**src/rtl/lts_pkg.sv**
```systemverilog
// shared types, widths and codes for the token scanner
`timescale 1ns / 1ps

package lts_pkg;

  // field widths
  localparam int CHAR_BITS   = 8;
  localparam int KIND_BITS   = 5;
  localparam int ERR_BITS    = 3;
  localparam int LINE_BITS   = 20;
  localparam int COLUMN_BITS = 16;
  localparam int LEN_BITS    = 16;

  // result queue geometry (depth is a power of two)
  localparam int QDEPTH  = 4;
  localparam int QPTR_W  = $clog2(QDEPTH);
  localparam int QCNT_W  = $clog2(QDEPTH + 1);

  localparam logic [LINE_BITS-1:0]   LINE_ONE = LINE_BITS'(1);
  localparam logic [COLUMN_BITS-1:0] COL_ONE  = COLUMN_BITS'(1);
  localparam logic [LEN_BITS-1:0]    LEN_ONE  = LEN_BITS'(1);

  // token kinds
  localparam logic [KIND_BITS-1:0] K_OPEN    = 5'd0;
  localparam logic [KIND_BITS-1:0] K_CLOSE   = 5'd1;
  localparam logic [KIND_BITS-1:0] K_QUOTE   = 5'd2;
  localparam logic [KIND_BITS-1:0] K_SYMBOL  = 5'd3;
  localparam logic [KIND_BITS-1:0] K_NUMBER  = 5'd4;
  localparam logic [KIND_BITS-1:0] K_STRING  = 5'd5;
  localparam logic [KIND_BITS-1:0] K_ERROR   = 5'd6;
  localparam logic [KIND_BITS-1:0] K_LT      = 5'd7;
  localparam logic [KIND_BITS-1:0] K_GT      = 5'd8;
  localparam logic [KIND_BITS-1:0] K_EQ      = 5'd9;
  localparam logic [KIND_BITS-1:0] K_LEQ     = 5'd10;
  localparam logic [KIND_BITS-1:0] K_GEQ     = 5'd11;
  localparam logic [KIND_BITS-1:0] K_NEQ     = 5'd12;
  localparam logic [KIND_BITS-1:0] K_PLUS    = 5'd13;
  localparam logic [KIND_BITS-1:0] K_MINUS   = 5'd14;
  localparam logic [KIND_BITS-1:0] K_STAR    = 5'd15;
  localparam logic [KIND_BITS-1:0] K_SLASH   = 5'd16;
  localparam logic [KIND_BITS-1:0] K_PERCENT = 5'd17;

  // error codes
  localparam logic [ERR_BITS-1:0] ERR_NONE      = 3'd0;
  localparam logic [ERR_BITS-1:0] ERR_INVALID   = 3'd1;
  localparam logic [ERR_BITS-1:0] ERR_MULTI_PT  = 3'd2;
  localparam logic [ERR_BITS-1:0] ERR_TRAIL_PT  = 3'd3;
  localparam logic [ERR_BITS-1:0] ERR_OPEN_STR  = 3'd4;

  // characters
  localparam logic [CHAR_BITS-1:0] CH_LF     = 8'h0A;
  localparam logic [CHAR_BITS-1:0] CH_TAB    = 8'h09;
  localparam logic [CHAR_BITS-1:0] CH_CR     = 8'h0D;
  localparam logic [CHAR_BITS-1:0] CH_SPACE  = 8'h20;
  localparam logic [CHAR_BITS-1:0] CH_BANG   = 8'h21;
  localparam logic [CHAR_BITS-1:0] CH_DQUOTE = 8'h22;
  localparam logic [CHAR_BITS-1:0] CH_PCT    = 8'h25;
  localparam logic [CHAR_BITS-1:0] CH_SQUOTE = 8'h27;
  localparam logic [CHAR_BITS-1:0] CH_LPAREN = 8'h28;
  localparam logic [CHAR_BITS-1:0] CH_RPAREN = 8'h29;
  localparam logic [CHAR_BITS-1:0] CH_STAR   = 8'h2A;
  localparam logic [CHAR_BITS-1:0] CH_PLUS   = 8'h2B;
  localparam logic [CHAR_BITS-1:0] CH_MINUS  = 8'h2D;
  localparam logic [CHAR_BITS-1:0] CH_POINT  = 8'h2E;
  localparam logic [CHAR_BITS-1:0] CH_SLASH  = 8'h2F;
  localparam logic [CHAR_BITS-1:0] CH_ZERO   = 8'h30;
  localparam logic [CHAR_BITS-1:0] CH_NINE   = 8'h39;
  localparam logic [CHAR_BITS-1:0] CH_SEMI   = 8'h3B;
  localparam logic [CHAR_BITS-1:0] CH_LT     = 8'h3C;
  localparam logic [CHAR_BITS-1:0] CH_EQUAL  = 8'h3D;
  localparam logic [CHAR_BITS-1:0] CH_GT     = 8'h3E;
  localparam logic [CHAR_BITS-1:0] CH_UP_A   = 8'h41;
  localparam logic [CHAR_BITS-1:0] CH_UP_Z   = 8'h5A;
  localparam logic [CHAR_BITS-1:0] CH_UNDER  = 8'h5F;
  localparam logic [CHAR_BITS-1:0] CH_LO_A   = 8'h61;
  localparam logic [CHAR_BITS-1:0] CH_LO_Z   = 8'h7A;

  // one token record
  typedef struct packed {
    logic [KIND_BITS-1:0]   token_kind;
    logic [ERR_BITS-1:0]    error_code;
    logic [LINE_BITS-1:0]   start_line;
    logic [COLUMN_BITS-1:0] start_column;
    logic [LEN_BITS-1:0]    token_length;
    logic                   run_end;
  } result_t;

  // up to two records produced by one character
  typedef struct packed {
    logic    valid0;
    logic    valid1;
    result_t res0;
    result_t res1;
  } push_t;

endpackage

```
**src/rtl/lts_if.sv**
```systemverilog
// channel interfaces for characters in and token records out
`timescale 1ns / 1ps

interface lts_in_if;
  import lts_pkg::*;

  logic                 valid;
  logic                 ready;
  logic [CHAR_BITS-1:0] char_code;
  logic                 final_char;

  modport source (output valid, output char_code, output final_char, input ready);
  modport sink   (input valid, input char_code, input final_char, output ready);
endinterface

interface lts_out_if;
  import lts_pkg::*;

  logic                   valid;
  logic                   ready;
  logic [KIND_BITS-1:0]   token_kind;
  logic [ERR_BITS-1:0]    error_code;
  logic [LINE_BITS-1:0]   start_line;
  logic [COLUMN_BITS-1:0] start_column;
  logic [LEN_BITS-1:0]    token_length;
  logic                   run_end;

  modport source (output valid, output token_kind, output error_code, output start_line,
                  output start_column, output token_length, output run_end, input ready);
  modport sink   (input valid, input token_kind, input error_code, input start_line,
                  input start_column, input token_length, input run_end, output ready);
endinterface

```
**src/rtl/lisp_token_scanner.sv**
```systemverilog
// top level of the character-stream token scanner
//
// Usage:
//   in_ch  carries one character per transfer (char_code) and final_char,
//          which marks the last character of an input; after it the scanner
//          flushes any pending token and restarts at line 1, column 1.
//   out_ch carries token records: kind, error code, start line and column,
//          length, and run_end on the last record caused by a character.
// Timing:
//   A character transfers into an input register and is scanned from there
//   once the result queue has room; its records become visible on out_ch in
//   the cycle after the scan. One character is taken per cycle; a character
//   is scanned only when the four-entry result queue has room for two
//   records, so one character per cycle holds while the receiver keeps up;
//   even when out_ch takes one record per cycle, characters that yield two
//   records each fill the queue and stall the input.
// Reset (rst_n low, synchronous) empties the queue and the input register
//   and returns the scanner to idle at line 1, column 1.
// When out_ch stalls, the queue fills, then the input register holds and
//   in_ch.ready drops; nothing is lost or repeated.
`timescale 1ns / 1ps

module lisp_token_scanner (
  input  logic            clk,
  input  logic            rst_n,
  lts_in_if.sink          in_ch,
  lts_out_if.source       out_ch
);
  import lts_pkg::*;

  logic                 s1_valid_r, s1_valid_nxt;
  logic [CHAR_BITS-1:0] s1_char_r;
  logic                 s1_fin_r;
  logic                 room;
  logic                 go;
  logic                 in_xfer;
  push_t                push;
  result_t              head;

  // input register stage
  assign go          = s1_valid_r && room;
  assign in_ch.ready = !s1_valid_r || room;
  assign in_xfer     = in_ch.valid && in_ch.ready;

  always_comb begin
    s1_valid_nxt = s1_valid_r;
    if (in_xfer) begin
      s1_valid_nxt = 1'b1;
    end else if (go) begin
      s1_valid_nxt = 1'b0;
    end
  end

  always_ff @(posedge clk) begin
    if (!rst_n) begin
      s1_valid_r <= 1'b0;
    end else begin
      s1_valid_r <= s1_valid_nxt;
    end
  end

  always_ff @(posedge clk) begin
    if (in_xfer) begin
      s1_char_r <= in_ch.char_code;
      s1_fin_r  <= in_ch.final_char;
    end
  end

  // scanner
  lts_core u_core (
    .clk        (clk),
    .rst_n      (rst_n),
    .go         (go),
    .char_code  (s1_char_r),
    .final_char (s1_fin_r),
    .push       (push)
  );

  // result queue
  lts_out_queue u_queue (
    .clk       (clk),
    .rst_n     (rst_n),
    .push      (push),
    .room      (room),
    .out_valid (out_ch.valid),
    .out_ready (out_ch.ready),
    .out_res   (head)
  );

  // output payload
  assign out_ch.token_kind   = head.token_kind;
  assign out_ch.error_code   = head.error_code;
  assign out_ch.start_line   = head.start_line;
  assign out_ch.start_column = head.start_column;
  assign out_ch.token_length = head.token_length;
  assign out_ch.run_end      = head.run_end;

endmodule

```
**src/rtl/lts_core.sv**
```systemverilog
// scanner state and the per-character token decision
`timescale 1ns / 1ps

module lts_core (
  input  logic                          clk,
  input  logic                          rst_n,
  input  logic                          go,
  input  logic [lts_pkg::CHAR_BITS-1:0] char_code,
  input  logic                          final_char,
  output lts_pkg::push_t                push
);
  import lts_pkg::*;

  // scan modes
  localparam logic [3:0] M_IDLE    = 4'd0;
  localparam logic [3:0] M_COMMENT = 4'd1;
  localparam logic [3:0] M_PLUS    = 4'd2;
  localparam logic [3:0] M_MINUS   = 4'd3;
  localparam logic [3:0] M_LT      = 4'd4;
  localparam logic [3:0] M_GT      = 4'd5;
  localparam logic [3:0] M_EQ      = 4'd6;
  localparam logic [3:0] M_BANG    = 4'd7;
  localparam logic [3:0] M_NUMBER  = 4'd8;
  localparam logic [3:0] M_STRING  = 4'd9;
  localparam logic [3:0] M_SYMBOL  = 4'd10;

  typedef struct packed {
    logic                 v;
    logic [KIND_BITS-1:0] kind;
    logic [ERR_BITS-1:0]  err;
  } flush_t;

  // record a pending mode produces when it ends without extension
  function automatic flush_t flush_rec(logic [3:0] mode, logic bad, logic ewp);
    flush_t f;
    f.v    = 1'b1;
    f.kind = K_ERROR;
    f.err  = ERR_NONE;
    case (mode)
      M_PLUS:   f.kind = K_PLUS;
      M_MINUS:  f.kind = K_MINUS;
      M_LT:     f.kind = K_LT;
      M_GT:     f.kind = K_GT;
      M_EQ:     f.err  = ERR_INVALID;
      M_BANG:   f.err  = ERR_INVALID;
      M_SYMBOL: f.kind = K_SYMBOL;
      M_STRING: f.err  = ERR_OPEN_STR;
      M_NUMBER: begin
        if (bad) begin
          f.err = ERR_MULTI_PT;
        end else if (ewp) begin
          f.err = ERR_TRAIL_PT;
        end else begin
          f.kind = K_NUMBER;
        end
      end
      default:  f.v = 1'b0;
    endcase
    return f;
  endfunction

  // state registers
  logic [3:0]             mode_r, mode_nxt;
  logic                   seen_point_r, seen_point_nxt;
  logic                   number_bad_r, number_bad_nxt;
  logic                   ends_point_r, ends_point_nxt;
  logic [LINE_BITS-1:0]   tok_line_r, tok_line_nxt;
  logic [COLUMN_BITS-1:0] tok_col_r, tok_col_nxt;
  logic [LEN_BITS-1:0]    tok_len_r, tok_len_nxt;
  logic [LINE_BITS-1:0]   cur_line_r, cur_line_nxt;
  logic [COLUMN_BITS-1:0] cur_col_r, cur_col_nxt;

  // character classes
  logic is_digit, is_alpha, is_space, is_point, num_ch, sym_ch;

  assign is_digit = (char_code >= CH_ZERO) && (char_code <= CH_NINE);
  assign is_alpha = ((char_code >= CH_LO_A) && (char_code <= CH_LO_Z)) ||
                    ((char_code >= CH_UP_A) && (char_code <= CH_UP_Z));
  assign is_space = (char_code == CH_SPACE) ||
                    ((char_code >= CH_TAB) && (char_code <= CH_CR));
  assign is_point = (char_code == CH_POINT);
  assign num_ch   = is_digit || is_point;
  assign sym_ch   = is_alpha || is_digit || (char_code == CH_MINUS) ||
                    (char_code == CH_UNDER);

  // intermediate values of the three phases
  logic                   taken;
  flush_t                 fl_a, fl_c;
  logic                   a_v, b_v, c_v;
  logic [KIND_BITS-1:0]   a_kind, b_kind;
  logic [ERR_BITS-1:0]    a_err, b_err;
  logic [3:0]             mode1, mode2;
  logic                   seen1, bad1, ewp1, seen2, bad2, ewp2;
  logic [LEN_BITS-1:0]    len_grow, len1, len2;
  logic [LINE_BITS-1:0]   tl2;
  logic [COLUMN_BITS-1:0] tc2;
  result_t                rec_a, rec_b, rec_c;

  assign len_grow = (tok_len_r == '1) ? tok_len_r : tok_len_r + LEN_ONE;
  assign fl_a     = flush_rec(mode_r, number_bad_r, ends_point_r);

  // phase a: extend or close the pending token
  always_comb begin
    taken  = 1'b0;
    a_v    = 1'b0;
    a_kind = fl_a.kind;
    a_err  = fl_a.err;
    mode1  = mode_r;
    seen1  = seen_point_r;
    bad1   = number_bad_r;
    ewp1   = ends_point_r;
    len1   = tok_len_r;
    case (mode_r)
      M_COMMENT: begin
        taken = 1'b1;
        if (char_code == CH_LF) mode1 = M_IDLE;
      end
      M_PLUS, M_MINUS: begin
        if (num_ch) begin
          taken = 1'b1;
          mode1 = M_NUMBER;
          seen1 = is_point;
          ewp1  = is_point;
          bad1  = 1'b0;
          len1  = len_grow;
        end else begin
          a_v   = 1'b1;
          mode1 = M_IDLE;
        end
      end
      M_LT, M_GT, M_EQ, M_BANG: begin
        a_v   = 1'b1;
        mode1 = M_IDLE;
        if (char_code == CH_EQUAL) begin
          taken  = 1'b1;
          len1   = len_grow;
          a_err  = ERR_NONE;
          a_kind = (mode_r == M_LT) ? K_LEQ :
                   (mode_r == M_GT) ? K_GEQ :
                   (mode_r == M_EQ) ? K_EQ  : K_NEQ;
        end
      end
      M_NUMBER: begin
        if (num_ch) begin
          taken = 1'b1;
          len1  = len_grow;
          ewp1  = is_point;
          if (is_point) begin
            seen1 = 1'b1;
            bad1  = number_bad_r || seen_point_r;
          end
        end else begin
          a_v   = 1'b1;
          mode1 = M_IDLE;
        end
      end
      M_STRING: begin
        taken = 1'b1;
        len1  = len_grow;
        if (char_code == CH_DQUOTE) begin
          a_v    = 1'b1;
          a_kind = K_STRING;
          a_err  = ERR_NONE;
          mode1  = M_IDLE;
        end
      end
      M_SYMBOL: begin
        if (sym_ch) begin
          taken = 1'b1;
          len1  = len_grow;
        end else begin
          a_v   = 1'b1;
          mode1 = M_IDLE;
        end
      end
      default: mode1 = M_IDLE;
    endcase
  end

  // phase b: scan a character that starts a new token
  always_comb begin
    tl2    = tok_line_r;
    tc2    = tok_col_r;
    len2   = len1;
    mode2  = mode1;
    seen2  = seen1;
    bad2   = bad1;
    ewp2   = ewp1;
    b_v    = 1'b0;
    b_kind = K_ERROR;
    b_err  = ERR_NONE;
    if (!taken) begin
      tl2  = cur_line_r;
      tc2  = cur_col_r;
      len2 = LEN_ONE;
      if (!is_space) begin
        case (char_code)
          CH_SEMI:   mode2 = M_COMMENT;
          CH_LPAREN: begin b_v = 1'b1; b_kind = K_OPEN;    end
          CH_RPAREN: begin b_v = 1'b1; b_kind = K_CLOSE;   end
          CH_SQUOTE: begin b_v = 1'b1; b_kind = K_QUOTE;   end
          CH_STAR:   begin b_v = 1'b1; b_kind = K_STAR;    end
          CH_SLASH:  begin b_v = 1'b1; b_kind = K_SLASH;   end
          CH_PCT:    begin b_v = 1'b1; b_kind = K_PERCENT; end
          CH_PLUS:   mode2 = M_PLUS;
          CH_MINUS:  mode2 = M_MINUS;
          CH_LT:     mode2 = M_LT;
          CH_GT:     mode2 = M_GT;
          CH_EQUAL:  mode2 = M_EQ;
          CH_BANG:   mode2 = M_BANG;
          CH_DQUOTE: mode2 = M_STRING;
          default: begin
            if (num_ch) begin
              mode2 = M_NUMBER;
              seen2 = is_point;
              ewp2  = is_point;
              bad2  = 1'b0;
            end else if (is_alpha) begin
              mode2 = M_SYMBOL;
            end else begin
              b_v   = 1'b1;
              b_err = ERR_INVALID;
            end
          end
        endcase
      end
    end
  end

  // phase c: flush on the final character, then advance the position
  assign fl_c = flush_rec(mode2, bad2, ewp2);
  assign c_v  = final_char && fl_c.v;

  always_comb begin
    tok_line_nxt = tl2;
    tok_col_nxt  = tc2;
    tok_len_nxt  = len2;
    if (final_char) begin
      mode_nxt       = M_IDLE;
      seen_point_nxt = 1'b0;
      number_bad_nxt = 1'b0;
      ends_point_nxt = 1'b0;
      cur_line_nxt   = LINE_ONE;
      cur_col_nxt    = COL_ONE;
    end else begin
      mode_nxt       = mode2;
      seen_point_nxt = seen2;
      number_bad_nxt = bad2;
      ends_point_nxt = ewp2;
      if (char_code == CH_LF) begin
        cur_line_nxt = (cur_line_r == '1) ? cur_line_r : cur_line_r + LINE_ONE;
        cur_col_nxt  = COL_ONE;
      end else begin
        cur_line_nxt = cur_line_r;
        cur_col_nxt  = (cur_col_r == '1) ? cur_col_r : cur_col_r + COL_ONE;
      end
    end
  end

  // record assembly and packing into at most two slots
  always_comb begin
    rec_a = '{token_kind: a_kind, error_code: a_err, start_line: tok_line_r,
              start_column: tok_col_r, token_length: len1, run_end: 1'b0};
    rec_b = '{token_kind: b_kind, error_code: b_err, start_line: cur_line_r,
              start_column: cur_col_r, token_length: LEN_ONE, run_end: 1'b0};
    rec_c = '{token_kind: fl_c.kind, error_code: fl_c.err, start_line: tl2,
              start_column: tc2, token_length: len2, run_end: 1'b0};
    push.valid0 = go && (a_v || b_v || c_v);
    push.valid1 = go && ((a_v && (b_v || c_v)) || (b_v && c_v));
    push.res0   = a_v ? rec_a : (b_v ? rec_b : rec_c);
    push.res1   = (a_v && b_v) ? rec_b : rec_c;
    push.res0.run_end = !push.valid1;
    push.res1.run_end = 1'b1;
  end

  // state update, one character per go
  always_ff @(posedge clk) begin
    if (!rst_n) begin
      mode_r       <= M_IDLE;
      seen_point_r <= 1'b0;
      number_bad_r <= 1'b0;
      ends_point_r <= 1'b0;
      tok_line_r   <= LINE_ONE;
      tok_col_r    <= COL_ONE;
      tok_len_r    <= '0;
      cur_line_r   <= LINE_ONE;
      cur_col_r    <= COL_ONE;
    end else if (go) begin
      mode_r       <= mode_nxt;
      seen_point_r <= seen_point_nxt;
      number_bad_r <= number_bad_nxt;
      ends_point_r <= ends_point_nxt;
      tok_line_r   <= tok_line_nxt;
      tok_col_r    <= tok_col_nxt;
      tok_len_r    <= tok_len_nxt;
      cur_line_r   <= cur_line_nxt;
      cur_col_r    <= cur_col_nxt;
    end
  end

`ifndef SYNTHESIS
  // the final character leaves the scanner at the start of a fresh input
  a_final_restart: assert property (@(posedge clk) disable iff (!rst_n)
    go && final_char |=> mode_r == M_IDLE && cur_line_r == LINE_ONE && cur_col_r == COL_ONE)
    else $error("scanner not restarted after final character");

  // positions are one-based
  a_pos_nonzero: assert property (@(posedge clk) disable iff (!rst_n)
    cur_line_r != '0 && cur_col_r != '0)
    else $error("current position reached zero");

  // a pending token always holds at least its first character
  a_pending_len: assert property (@(posedge clk) disable iff (!rst_n)
    mode_r != M_IDLE |-> tok_len_r != '0)
    else $error("pending token with zero length");

  // a second decimal point implies a first one
  a_point_flags: assert property (@(posedge clk) disable iff (!rst_n)
    number_bad_r |-> seen_point_r)
    else $error("multiple-point flag without a point");
`endif

endmodule

```
**src/rtl/lts_out_queue.sv**
```systemverilog
// small result queue taking up to two token records per cycle
`timescale 1ns / 1ps

module lts_out_queue (
  input  logic             clk,
  input  logic             rst_n,
  input  lts_pkg::push_t   push,
  output logic             room,
  output logic             out_valid,
  input  logic             out_ready,
  output lts_pkg::result_t out_res
);
  import lts_pkg::*;

  result_t           entry_r [QDEPTH];
  logic [QPTR_W-1:0] wptr_r, wptr_nxt;
  logic [QPTR_W-1:0] rptr_r, rptr_nxt;
  logic [QCNT_W-1:0] count_r, count_nxt;
  logic              pop;
  logic [QPTR_W-1:0] wptr_p1;

  // room for the worst case of two records
  assign room      = count_r <= QCNT_W'(QDEPTH - 2);
  assign out_valid = count_r != '0;
  assign out_res   = entry_r[rptr_r];
  assign pop       = out_valid && out_ready;
  assign wptr_p1   = wptr_r + QPTR_W'(1);

  // pointer and fill bookkeeping
  always_comb begin
    wptr_nxt  = wptr_r;
    rptr_nxt  = rptr_r;
    count_nxt = count_r;
    if (push.valid1) begin
      wptr_nxt = wptr_r + QPTR_W'(2);
    end else if (push.valid0) begin
      wptr_nxt = wptr_p1;
    end
    if (pop) rptr_nxt = rptr_r + QPTR_W'(1);
    count_nxt = count_r + QCNT_W'(push.valid0) + QCNT_W'(push.valid1) - QCNT_W'(pop);
  end

  always_ff @(posedge clk) begin
    if (!rst_n) begin
      wptr_r  <= '0;
      rptr_r  <= '0;
      count_r <= '0;
    end else begin
      wptr_r  <= wptr_nxt;
      rptr_r  <= rptr_nxt;
      count_r <= count_nxt;
    end
  end

  // record storage
  always_ff @(posedge clk) begin
    if (push.valid0) entry_r[wptr_r]  <= push.res0;
    if (push.valid1) entry_r[wptr_p1] <= push.res1;
  end

`ifndef SYNTHESIS
  // fill never exceeds the depth
  a_no_overflow: assert property (@(posedge clk) disable iff (!rst_n)
    count_r <= QCNT_W'(QDEPTH))
    else $error("result queue overflow");

  // records are only written when there is room for a pair
  a_push_room: assert property (@(posedge clk) disable iff (!rst_n)
    push.valid0 |-> room)
    else $error("records pushed without room");

  // a second record never comes without a first
  a_push_order: assert property (@(posedge clk) disable iff (!rst_n)
    push.valid1 |-> push.valid0)
    else $error("second record without first");
`endif

endmodule
```
**src/flat_wrapper.sv**
```systemverilog
// flat-port wrapper written by rule: the top's interface ports become plain ports
module lisp_token_scanner_flat import lts_pkg::*;
  (clk, rst_n, in_ch_valid, in_ch_char_code, in_ch_final_char, in_ch_ready, out_ch_valid, out_ch_token_kind, out_ch_error_code, out_ch_start_line, out_ch_start_column, out_ch_token_length, out_ch_run_end, out_ch_ready);
  lts_in_if in_ch_i ();
  lts_out_if out_ch_i ();
  input  logic clk;
  input  logic rst_n;
  input wire logic [$bits(in_ch_i.valid)-1:0] in_ch_valid;
  input wire logic [$bits(in_ch_i.char_code)-1:0] in_ch_char_code;
  input wire logic [$bits(in_ch_i.final_char)-1:0] in_ch_final_char;
  output wire logic [$bits(in_ch_i.ready)-1:0] in_ch_ready;
  output wire logic [$bits(out_ch_i.valid)-1:0] out_ch_valid;
  output wire logic [$bits(out_ch_i.token_kind)-1:0] out_ch_token_kind;
  output wire logic [$bits(out_ch_i.error_code)-1:0] out_ch_error_code;
  output wire logic [$bits(out_ch_i.start_line)-1:0] out_ch_start_line;
  output wire logic [$bits(out_ch_i.start_column)-1:0] out_ch_start_column;
  output wire logic [$bits(out_ch_i.token_length)-1:0] out_ch_token_length;
  output wire logic [$bits(out_ch_i.run_end)-1:0] out_ch_run_end;
  input wire logic [$bits(out_ch_i.ready)-1:0] out_ch_ready;
  assign in_ch_i.valid = in_ch_valid;
  assign in_ch_i.char_code = in_ch_char_code;
  assign in_ch_i.final_char = in_ch_final_char;
  assign in_ch_ready = in_ch_i.ready;
  assign out_ch_valid = out_ch_i.valid;
  assign out_ch_token_kind = out_ch_i.token_kind;
  assign out_ch_error_code = out_ch_i.error_code;
  assign out_ch_start_line = out_ch_i.start_line;
  assign out_ch_start_column = out_ch_i.start_column;
  assign out_ch_token_length = out_ch_i.token_length;
  assign out_ch_run_end = out_ch_i.run_end;
  assign out_ch_i.ready = out_ch_ready;
  lisp_token_scanner u_core (.clk(clk), .rst_n(rst_n), .in_ch(in_ch_i), .out_ch(out_ch_i));
endmodule
```
**config.mk**
```make
export PLATFORM = sky130hd
export DESIGN_NAME = lisp_token_scanner_flat
export DESIGN_NICKNAME = d
export VERILOG_FILES = /design/src/rtl/lts_pkg.sv /design/src/rtl/lts_if.sv /design/src/rtl/lisp_token_scanner.sv /design/src/rtl/lts_core.sv /design/src/rtl/lts_out_queue.sv /design/src/flat_wrapper.sv
export SDC_FILE = /design/constraint.sdc
export NUM_CORES = 1
export LEC_CHECK = 0
export ABC_AREA = 1
export BUFFER_PORTS_ARGS = -buffer_cell sky130_fd_sc_hd__buf_2
export CORE_ASPECT_RATIO = 1.25
export CORE_MARGIN = 4
export CORE_UTILIZATION = 63
export CTS_CLUSTER_DIAMETER = 100
export DETAILED_ROUTE_END_ITERATION = 16
export PLACE_DENSITY_LB_ADDON = 0.15
export SYNTH_ARGS = -nofsm -noshare
export SYNTH_HDL_FRONTEND = slang
export SYNTH_HIERARCHICAL = 1
export SYNTH_SLANG_ARGS = --single-unit
```
**constraint.sdc**
```tcl
create_clock -name clk -period 5.9 [get_ports clk]
set_clock_uncertainty 0.15 [all_clocks]
set_input_delay 0.59 -clock clk [delete_from_list [all_inputs] [get_ports clk]]
set_output_delay 0.59 -clock clk [all_outputs]
set_load 0.01 [all_outputs]
```
==> reports/results.ini <==
[run_status]
status=complete, no violations

[timing]
relSlewSlack=0.194
holdWs_ps=94.6
finalSetupTns_ps=0
setup_viol=0
tightestPinTransition_ps=1210
drv_slew=0
hold_viol_final=0
fmax_mhz=201
rsz0062_at_grt=no
period_needed_ps=4970
finalCritPeriodShare=0.842

[yosys]
synth_top_family_by_area=compound AO/OA/AOI/OAI gates
ys_seq_elements=358
netlist_area_mm2=0.0198
muxShareOfSynthArea=0
yosys.area_share.simple=0.182
yosys.cell_types.count=55
synth_compound_area_frac=0.208
synthCells=2492
syn_nets=2516
synth_adder_area_share=0.00771
ys_warn_count=6
synth_area_per_cell_um2=7.95
yosysSeqAreaShare=0.490
synth-xor-area-share=0.00398

[pwr]
ir_drop_uv=351
power_density_mw_per_mm2=346
p_leak_nw=8.44
power.total_w=0.00732

[routing]
drt_iter0_markers=1371
drt_pass1_iterations=6
vias=17000
ant_nets=0
drc=0
wire_per_inst_um=17.1
routed_wirelength_um=49700
viasPerCell=5.85

[setup_path]
worst_path_max_delay_cell=a21oi_2
reg2reg_depth=20
crit_path_start_kind=flip-flop
cp_max_fo=51
cp.required_ps=5930
end_kind=flip-flop
cpPeakStageDelay_ps=510
worstSetupPathType=flip-flop to flip-flop
arrival_ps=5000
critical_path.cell_chain=nor2_1, nand3_1, nand3_2, nand2_1, nor2_1, nand2_1, nand2_2, nand2_2, nor2_4, nand3_1, nand2_1, inv_2, nor2_2, nor2_1, nand2_1, nand2_2, a21oi_2, nand2_4, nand2_2, buf_12

[grt]
grt_usage=0.282
grt_first_pass_wirelength_um=79600
grt_pass1_vias=16200
antenna_found_initial=0
overflow=0
grt_max_degree=123

[floorplanning]
pin_count=76
die_h_um=206
fp-row-count=72
die_x_um=167
initial_core_util=0.639
core_mm2=0.0310
die_area_mm2=0.0344

[placed_design]
post-dp-hpwl_um=30400
gp_congestion=0.958
port_buffers=75

[clocking]
clock_latency_ps=540
path_clk_slew_ps=60
cts_setup_buffers=0
cts_tree=done
holdBufCountCts=0
cts_root_buf=clkbuf_16
cts.sinks=358
numCtsBuffers=36
cts_buffer_depth=3
htreeDepth=2
cts_resized=0

[finish]
num_antenna_cells=0
nNetsFinal=2502
drive_above_1_share=0.0970
area_growth_pct=6.92

[worst_hold_path]
min_path_cells=1
holdCritPathClass=input port to flip-flop

[flow_run]
maxCapViolations=0

[critical path: cells and delay by family, from the launching register on]
kind	cells	cell delay [ps]
buf+inv	2	460
flops	1	500
compound gates	1	510
simple gates	17	2970
[placed cells by master, fill, tap and decap left out, drive strengths merged, types with 4 or more instances in the layout]
| master | count |
|---|---|
| a21oi | 136 |
| nand2 | 493 |
| ha | 9 |
| inv | 315 |
| nand4 | 14 |
| o211ai | 5 |
| dfxtp | 105 |
| nor4 | 4 |
| a22oi | 4 |
| edfxtp | 253 |
| nor2 | 305 |
| nand3 | 36 |
| buf | 99 |
| clkbuf | 55 |
| o21ai | 522 |
| o22ai | 64 |
| xor2 | 9 |
| a211oi | 8 |
| nor3 | 31 |
| clkinv | 9 |
[final timing paths]
check / from / endpoint / slack, ps
worst max-delay path: u_core/s1_char_r[3] / u_core/u_queue/entry_r[1][13] / 930
worst min-delay path: in_ch_char_code[5] / u_core/s1_char_r[5] / 90
worst max register to register: u_core/s1_char_r[3] / u_core/u_queue/entry_r[1][13] / 930
worst min register to register: u_core/u_queue/rptr_r[0] / flip-flop / 330
[cell families (layout without fill, tap and decap cells)]
| kind of cell | after synthesis | after routing |
|---|---|---|
| buffers and inverters | 466 | 479 |
| other | 1 | 1 |
| adder cells (fa/ha/maj) | 11 | 11 |
| AND/OR/NAND/NOR | 889 | 889 |
| flip-flops | 358 | 358 |
| AO/OA/AOI/OAI | 758 | 758 |
| XOR/XNOR | 9 | 9 |
[flip-flops by register name, indices dropped and copies added, names as in the netlist, 2 cells and up, named ones only]
signal	cells
u_core/u_queue/rptr_r	2
u_core/u_core/cur_line_r	20
u_core/u_queue/entry_r	244
u_core/u_core/cur_col_r	16
u_core/u_core/tok_col_r	16
u_core/u_queue/wptr_r	2
u_core/u_core/tok_line_r	20
u_core/u_queue/count_r	3
u_core/u_core/tok_len_r	16
u_core/u_core/mode_r	4
u_core/s1_char_r	8
[layer usage]
layer  global-route usage  up-vias  share of wire
met5                    0        -              0
met4                0.107        0          0.031
met3               0.0316      119          0.067
met2                0.510      615           0.50
met1                0.350     7996           0.40
li1                     -     8297              -
[metrics by stage]
step / setup WS [ps] / cells / cell area, um2 / util
6_report: 932 / 2912 / 21200 / 0.684
5_1_grt: 527 / 2912 / 21200 / 0.684
4_1_cts: 913 / 2912 / 21200 / 0.684
3_5_place_dp: 939 / 2847 / 20100 / 0.647
3_3_place_gp: 1030 / 2847 / 20100 / 0.647
2_1_floorplan: 1380 / 2492 / 19800 / -
[cell type report]
class | instances | area (um2)
inverters | 315 | 1180
flip-flops and latches | 358 | 9700
repair buffers | 99 | 656
well taps | 407 | 509
clock buffers | 55 | 1020
fillers | 2548 | 9810
multi-input cells | 1668 | 8010
clock inverters | 10 | 95.1
[power by group]
| part | switching [W] | leakage [nW] | total (W) | internal [W] |
|---|---|---|---|---|
| logic | 0.00134 | 4.72 | 0.00195 | 0.000607 |
| clock network | 0.000943 | 0.549 | 0.00219 | 0.00125 |
| registers | 0.000144 | 3.18 | 0.00318 | 0.00304 |
| total | 0.00243 | 8.44 | 0.00732 | 0.00489 |
[synth_stat cells (all sizes together)]
| cell type | number | area, um2 |
|---|---|---|
| o21ai | 522 | 2740 |
| xor2 | 9 | 78.8 |
| edfxtp | 253 | 7600 |
| a32oi | 1 | 8.76 |
| fa | 2 | 40.0 |
| nor3 | 31 | 165 |
| conb | 1 | 3.75 |
| o2bb2ai | 1 | 8.76 |
| o221a | 1 | 11.3 |
| o21a | 2 | 15.0 |
| or2 | 3 | 18.8 |
| a221oi | 2 | 17.5 |
| nand3b | 1 | 7.51 |
| nor4 | 4 | 25.0 |
| a22oi | 4 | 30.0 |
| clkinv | 1 | 3.75 |
| a21oi | 136 | 692 |
| ha | 9 | 113 |
| a31oi | 3 | 18.8 |
| a2111oi | 1 | 8.76 |
| o221ai | 2 | 17.5 |
| o22ai | 64 | 400 |
| a21o | 1 | 7.51 |
| nor2 | 305 | 1190 |
| o31ai | 1 | 7.51 |
| nand3 | 36 | 185 |
| a41oi | 1 | 8.76 |
| nor3b | 2 | 15.0 |
| a211o | 1 | 8.76 |
| inv | 314 | 1180 |
| dfxtp | 105 | 2100 |
| a22o | 1 | 8.76 |
| nand2 | 493 | 1910 |
| a211oi | 8 | 60.1 |
| buf | 87 | 709 |
| clkbuf | 64 | 260 |
| nand4 | 14 | 93.8 |
| o211ai | 5 | 42.5 |
| a21boi | 1 | 7.51 |
Note: power is estimated with default switching activity, not from simulation.
